## config.mk

```make
export PLATFORM = sky130hd
export DESIGN_NAME = jls_ctrl
export DESIGN_NICKNAME = d
export VERILOG_FILES = /design/src/hdl/jls_pkg.sv /design/src/hdl/jls_ctrl.sv
export SDC_FILE = /design/constraint.sdc
export NUM_CORES = 1
export LEC_CHECK = 0
export BUFFER_PORTS_ARGS = -buffer_cell sky130_fd_sc_hd__buf_2
export CAP_MARGIN = 10
export CORE_MARGIN = 5
export CORE_UTILIZATION = 49
export CTS_CLUSTER_SIZE = 25
export DETAILED_ROUTE_END_ITERATION = 16
export GPL_TIMING_DRIVEN = 0
export HOLD_SLACK_MARGIN = 0.08
export PLACE_DENSITY = 0.81
export SLEW_MARGIN = 5
export SYNTH_ARGS = -nofsm -noshare
export SYNTH_HDL_FRONTEND = slang
export SYNTH_SLANG_ARGS = --single-unit
```

## constraint.sdc

```tcl
create_clock -name clk -period 2.61 [get_ports clk]
set_input_delay 0.6525 -clock clk [delete_from_list [all_inputs] [get_ports clk]]
set_output_delay 0.6525 -clock clk [all_outputs]
set_load 0.05 [all_outputs]
```

## src/hdl/jls_pkg.sv

```systemverilog
// Jacobi linear solver: shared types, codes and sizes.
// Used by every module of the solver; depends on nothing.
`timescale 1ns / 1ps
`default_nettype none

package jls_pkg;

	localparam int ORDER    = 8;
	localparam int IDX_W    = $clog2(ORDER);
	localparam int ADDR_W   = 2 * IDX_W;
	localparam int DATA_W   = 32;
	localparam int ITER_W   = 16;
	localparam int ACC_W    = 56;
	localparam int DVD_W    = 63;
	localparam int DIV_CNT_W = $clog2(DVD_W + 1);

	localparam logic [1:0] CMD_LOAD_A = 2'd0;
	localparam logic [1:0] CMD_LOAD_B = 2'd1;
	localparam logic [1:0] CMD_START  = 2'd2;

	localparam logic REG_MAX_ITER = 1'b0;
	localparam logic REG_TOL      = 1'b1;

	typedef struct packed {
		logic [1:0]              cmd;
		logic [IDX_W-1:0]        row;
		logic [IDX_W-1:0]        col;
		logic signed [DATA_W-1:0] value;
	} req_t;

	typedef struct packed {
		logic [IDX_W-1:0]        index;
		logic signed [DATA_W-1:0] solution;
		logic [ITER_W-1:0]       iterations;
		logic [DATA_W-1:0]       first_step_sq;
		logic [DATA_W-1:0]       residual_sq;
		logic                    zero_diagonal;
		logic                    last;
	} rsp_t;

	typedef enum logic [1:0] {
		K_MAC_PREV,
		K_MAC_CUR,
		K_SQ_STEP,
		K_SQ_RES
	} kind_t;

	typedef enum logic [4:0] {
		S_IDLE,
		S_SW_INIT,
		S_ROW_INIT,
		S_MAC_ISSUE,
		S_MAC_DRAIN,
		S_DIV_START,
		S_DIV_WAIT,
		S_STEP_INIT,
		S_STEP_ISSUE,
		S_STEP_DRAIN,
		S_CHECK,
		S_RES_INIT,
		S_RES_ROW,
		S_RES_ISSUE,
		S_RES_DRAIN,
		S_RES_SQ,
		S_RES_SQ_DRAIN,
		S_OUT
	} state_t;

	typedef struct packed {
		logic              load;
		logic              clr_run;
		logic              sweep_begin;
		logic              acc_clr;
		logic              issue;
		kind_t             kind;
		logic [IDX_W-1:0]  row;
		logic [IDX_W-1:0]  col;
		logic              div_start;
		logic              cur_write;
		logic              record;
		logic [ITER_W-1:0] kcnt;
		logic              out_load;
		logic              out_last;
	} cmd_t;

	typedef struct packed {
		logic busy;
		logic div_done;
		logic below_tol;
		logic zdiag;
		logic out_free;
	} status_t;

endpackage

`default_nettype wire

```

## src/hdl/jls_ctrl.sv

```systemverilog
// Jacobi linear solver controller: sequences sweeps, rows, residual and output.
// Depends on jls_pkg; drives jls_datapath through cmd_t.
`timescale 1ns / 1ps
`default_nettype none

module jls_ctrl (
	input  wire logic                        clk,
	input  wire logic                        arst_n,
	input  wire logic                        req_valid,
	output logic                             req_stall,
	input  wire jls_pkg::req_t               req,
	input  wire logic [jls_pkg::ITER_W-1:0]  max_iterations,
	input  wire jls_pkg::status_t            status,
	output jls_pkg::cmd_t                    cmd
);

	localparam logic [jls_pkg::IDX_W-1:0] LAST_IDX = jls_pkg::IDX_W'(jls_pkg::ORDER - 1);

	jls_pkg::state_t state_q, state_d;
	logic [jls_pkg::IDX_W-1:0]  row_q, row_d, col_q, col_d;
	logic [jls_pkg::ITER_W-1:0] kcnt_q, kcnt_d;
	logic                       accept;

	always_ff @(posedge clk or negedge arst_n) begin
		if (!arst_n) begin
			state_q <= jls_pkg::S_IDLE;
			row_q   <= '0;
			col_q   <= '0;
			kcnt_q  <= '0;
		end else begin
			state_q <= state_d;
			row_q   <= row_d;
			col_q   <= col_d;
			kcnt_q  <= kcnt_d;
		end
	end

	always_comb begin
		state_d = state_q;
		row_d   = row_q;
		col_d   = col_q;
		kcnt_d  = kcnt_q;
		req_stall = (state_q != jls_pkg::S_IDLE);
		accept    = req_valid && !req_stall;

		cmd = '0;
		cmd.kind = jls_pkg::K_MAC_PREV;
		cmd.row  = row_q;
		cmd.col  = col_q;
		cmd.kcnt = kcnt_q;

		unique case (state_q)
			jls_pkg::S_IDLE: begin
				cmd.load = accept;
				if (accept && req.cmd == jls_pkg::CMD_START) begin
					cmd.clr_run = 1'b1;
					kcnt_d = '0;
					row_d  = '0;
					col_d  = '0;
					if (status.zdiag)
						state_d = jls_pkg::S_OUT;
					else if (max_iterations == '0)
						state_d = jls_pkg::S_RES_INIT;
					else
						state_d = jls_pkg::S_SW_INIT;
				end
			end
			jls_pkg::S_SW_INIT: begin
				cmd.sweep_begin = 1'b1;
				row_d   = '0;
				state_d = jls_pkg::S_ROW_INIT;
			end
			jls_pkg::S_ROW_INIT: begin
				cmd.acc_clr = 1'b1;
				col_d   = '0;
				state_d = jls_pkg::S_MAC_ISSUE;
			end
			jls_pkg::S_MAC_ISSUE: begin
				cmd.issue = 1'b1;
				cmd.kind  = jls_pkg::K_MAC_PREV;
				col_d = col_q + 1'b1;
				if (col_q == LAST_IDX)
					state_d = jls_pkg::S_MAC_DRAIN;
			end
			jls_pkg::S_MAC_DRAIN: begin
				if (!status.busy)
					state_d = jls_pkg::S_DIV_START;
			end
			jls_pkg::S_DIV_START: begin
				cmd.div_start = 1'b1;
				state_d = jls_pkg::S_DIV_WAIT;
			end
			jls_pkg::S_DIV_WAIT: begin
				if (status.div_done) begin
					cmd.cur_write = 1'b1;
					if (row_q == LAST_IDX) begin
						state_d = jls_pkg::S_STEP_INIT;
					end else begin
						row_d   = row_q + 1'b1;
						state_d = jls_pkg::S_ROW_INIT;
					end
				end
			end
			jls_pkg::S_STEP_INIT: begin
				cmd.acc_clr = 1'b1;
				col_d   = '0;
				state_d = jls_pkg::S_STEP_ISSUE;
			end
			jls_pkg::S_STEP_ISSUE: begin
				cmd.issue = 1'b1;
				cmd.kind  = jls_pkg::K_SQ_STEP;
				col_d = col_q + 1'b1;
				if (col_q == LAST_IDX)
					state_d = jls_pkg::S_STEP_DRAIN;
			end
			jls_pkg::S_STEP_DRAIN: begin
				if (!status.busy)
					state_d = jls_pkg::S_CHECK;
			end
			jls_pkg::S_CHECK: begin
				cmd.record = 1'b1;
				kcnt_d = kcnt_q + 1'b1;
				if (status.below_tol ||
				    ({1'b0, kcnt_q} + 1'b1) == {1'b0, max_iterations})
					state_d = jls_pkg::S_RES_INIT;
				else
					state_d = jls_pkg::S_SW_INIT;
			end
			jls_pkg::S_RES_INIT: begin
				row_d   = '0;
				state_d = jls_pkg::S_RES_ROW;
			end
			jls_pkg::S_RES_ROW: begin
				cmd.acc_clr = 1'b1;
				col_d   = '0;
				state_d = jls_pkg::S_RES_ISSUE;
			end
			jls_pkg::S_RES_ISSUE: begin
				cmd.issue = 1'b1;
				cmd.kind  = jls_pkg::K_MAC_CUR;
				col_d = col_q + 1'b1;
				if (col_q == LAST_IDX)
					state_d = jls_pkg::S_RES_DRAIN;
			end
			jls_pkg::S_RES_DRAIN: begin
				if (!status.busy)
					state_d = jls_pkg::S_RES_SQ;
			end
			jls_pkg::S_RES_SQ: begin
				cmd.issue = 1'b1;
				cmd.kind  = jls_pkg::K_SQ_RES;
				state_d = jls_pkg::S_RES_SQ_DRAIN;
			end
			jls_pkg::S_RES_SQ_DRAIN: begin
				if (!status.busy) begin
					if (row_q == LAST_IDX) begin
						col_d   = '0;
						state_d = jls_pkg::S_OUT;
					end else begin
						row_d   = row_q + 1'b1;
						state_d = jls_pkg::S_RES_ROW;
					end
				end
			end
			jls_pkg::S_OUT: begin
				if (status.out_free) begin
					cmd.out_load = 1'b1;
					cmd.out_last = (col_q == LAST_IDX);
					col_d = col_q + 1'b1;
					if (col_q == LAST_IDX)
						state_d = jls_pkg::S_IDLE;
				end
			end
			default: state_d = jls_pkg::S_IDLE;
		endcase
	end

endmodule

`default_nettype wire

```

==> results.sh <==
export IMPL_period_needed_ns=2.54
export IMPL_synth_seq_area_share_pct=28.5
export IMPL_dieHeight_um=79.5
export IMPL_avgSynthCellArea_um2=7.92
export IMPL_netlist_area_mm2=0.00237
export IMPL_nNetsFinal=434
export IMPL_drtIter0Drc=174
export IMPL_nFillCells=432
export IMPL_path_clk_slew_ns=0.10
export IMPL_cts_path_max_buffers=2
export IMPL_antenna_found_initial=0
export IMPL_status="complete, no violations"
export IMPL_placedInstanceArea_mm2=0.00277
export IMPL_worstSetupEndpointType="output pin"
export IMPL_clock_sinks=27
export IMPL_cp_max_fo=10
export IMPL_max_slew_margin_pct=51.3
export IMPL_gp_congestion=0.937
export IMPL_synthArstFlopShare_pct=100
export IMPL_die_w_um=79.5
export IMPL_slowest_stage="dfrtp_2"
export IMPL_slew_violations=0
export IMPL_syn_nets=368
export IMPL_cp_common_cell="clkbuf_4"
export IMPL_synth_edf_count=0
export IMPL_r2r_end="kcnt_q[10]$_DFFE_PN0P_"
export IMPL_synth_seq_cells=27
export IMPL_synth_most_common_cell="nor2_1"
export IMPL_synth_area_leaders="dfrtp_1 (29%), o21ai_0 (5.5%), xnor2_1 (5.2%)"
export IMPL_synth_ff_type="dfrtp_1"
export IMPL_dp_slack_ns=-0.171
export IMPL_htree_num_levels=1
export IMPL_antenna_cells=0
export IMPL_critPathMaxStageDelay_ns=0.46
export IMPL_fin_ws_ns=0.0659
export IMPL_ant_nets=0
export IMPL_ys_top_cells_by_count="nor2_1 (28), dfrtp_1 (27), o21ai_0 (26)"
export IMPL_setup_tns_final_ns=0
export IMPL_vdd_drop_max_v=0.000830
export IMPL_fmax_ghz=0.393
export IMPL_drive_above_1_share_pct=27.5
export IMPL_cts_buffers=3
export IMPL_skew_ns=0.00836
export IMPL_ios=99
export IMPL_layout_worst_path_cycle_share_pct=97.5
export IMPL_arrival_ns=1.89
export IMPL_ys_warn_count=0
export IMPL_dpl_hpwl_mm=5.09
export IMPL_setup_viol=0
export IMPL_cp_data_required_time_ns=1.96
export IMPL_port_buffers=60
export IMPL_synth_cell_type_count=59
export IMPL_r2r_slack_ns=0.27
export IMPL_vias=2549
export IMPL_worstMarginPinSlew_ns=0.728
export IMPL_totalWireLength_mm=6.77
export IMPL_timing_final_hold_violations=0
export IMPL_power_leakage_uw=0.00131
export IMPL_start_util_pct=50.1
export IMPL_grt_total_usage_pct=22.1
export IMPL_wl_per_cell_um=15.7
export IMPL_rr_worst_depth=7
export IMPL_synthCells=299
export IMPL_synth_top_area_share_pct=28.5
export IMPL_final_cell_area_mm2=0.00288
export IMPL_cap_violations=0
export IMPL_die_area_mm2=0.00632
export IMPL_cts_hold_fix_buffers=0
export IMPL_detail_route_vias_per_cell=5.91
export IMPL_clockRootBuffer="clkbuf_8"
export IMPL_grt_pass1_wl_mm=11.2
export IMPL_grt_max_degree=28
export IMPL_path_class="flip-flop to output pin"
export IMPL_r2r_start="state_q[1]$_DFFE_PN0P_"
export IMPL_drc=0
export IMPL_start_kind="flip-flop"
export IMPL_grt_pass1_vias=2443
export IMPL_rows=25
export IMPL_synth_area_leader_cell="dfrtp_1"
export IMPL_cts_tree="done"
export IMPL_core_mm2=0.00472
export IMPL_syn_to_final_growth_pct=21.4
export IMPL_overflow=0
export IMPL_crit_chain="clkbuf_4 > nor4_4 > and3_2 > and2_2 > clkbuf_4"
export IMPL_p_per_area_mw_per_mm2=1270
export IMPL_drtPass1Iterations=4
export IMPL_hp_class="input port to async pin"
export IMPL_insertion_delay_ns=0.27
how the worst max path moves through the flow:
stage	start	endpoint	cells after the start	slack, ns
after floorplan	state_q[1]$_DFFE_PN0P_	cmd[0]	3	-0.01
after global placement	state_q[3]$_DFFE_PN0P_	cmd[18]	5	-0.18
after detailed placement	state_q[3]$_DFFE_PN0P_	cmd[18]	5	-0.17
after CTS	state_q[1]$_DFFE_PN0P_	cmd[28]	5	0.02
after global routing	state_q[1]$_DFFE_PN0P_	cmd[32]	5	-0.003
final	state_q[1]$_DFFE_PN0P_	cmd[32]	5	0.07
final cells by class:
cell class                 count  area [um2]  share of cell area (%)
multi-input combinational    245        1620                    56.4
sequential                    27         679                    23.6
timing repair buffer          61         315                    11.0
buffer                        18        95.1                    3.31
tap                           67        83.8                    2.91
clock buffer                   4        45.0                    1.57
inverter                       9        36.3                    1.26
power breakdown:
group	leakage (uW)	switching (uW)	internal, uW
combinational	0.000930	1710	873
clock	0.0000228	131	109
sequential	0.000356	244	594
total	0.00131	2080	1580
metal layers:
| metal | up-vias | part of all wire (%) | GRT usage, % |
|---|---|---|---|
| met2 | 116 | 48 | 36.6 |
| li1 | 1235 | - | - |
| met5 | - | 0 | 0 |
| met4 | 0 | 2.2 | 9.79 |
| met3 | 14 | 6.9 | 2.82 |
| met1 | 1184 | 43 | 28.8 |
layout by cell type (no fill, tap or decap), drive strengths merged, types with 9 or more instances in the layout:
cell type	count
buf	67
nor2	28
dfrtp	27
o21ai	26
nand2	24
clkbuf	16
a21oi	14
xnor2	14
nand3	10
inv	9
nor3	9
state kept, by name, indices dropped and copies added (netlist names):
name	cells
kcnt_q	16
state_q	5
col_q	3
row_q	3
stage by stage:
| step | cells | util (%) | total power [uW] | hold slack (ns) |
|---|---|---|---|---|
| 2_1_floorplan | 299 | - | 2740 | 0.357 |
| 3_3_place_gp | 426 | 58.7 | 3280 | 0.517 |
| 3_5_place_dp | 426 | 58.7 | 3310 | 0.527 |
| 4_1_cts | 430 | 60.3 | 3590 | 0.409 |
| 5_1_grt | 431 | 60.9 | 3930 | 0.432 |
| 6_report | 431 | 60.9 | 3660 | 0.376 |
critical path, delay by kind of cell (launching register included):
kind          cells  cell delay (ns)
simple gates      3             0.73
buf+inv           2             0.43
flops             1             0.46
repair_timing:
action                                  in CTS  in global routing
endpoints found under the setup margin       7                  6
pin swaps                                    1                  0
gates resized for setup                      9                 13
setup buffers                                0                  1
logic make-up after synthesis:
family | Yosys count | synth area share (%)
AO/OA/AOI/OAI | 77 | 21.0
XOR/XNOR | 20 | 7.40
adder cells (fa/ha/maj) | 5 | 2.64
buffers and inverters | 27 | 4.75
flip-flops | 27 | 28.5
multiplexers | 12 | 5.60
AND/OR/NAND/NOR | 131 | 30.1
Note: power is estimated with default switching activity, not from simulation.
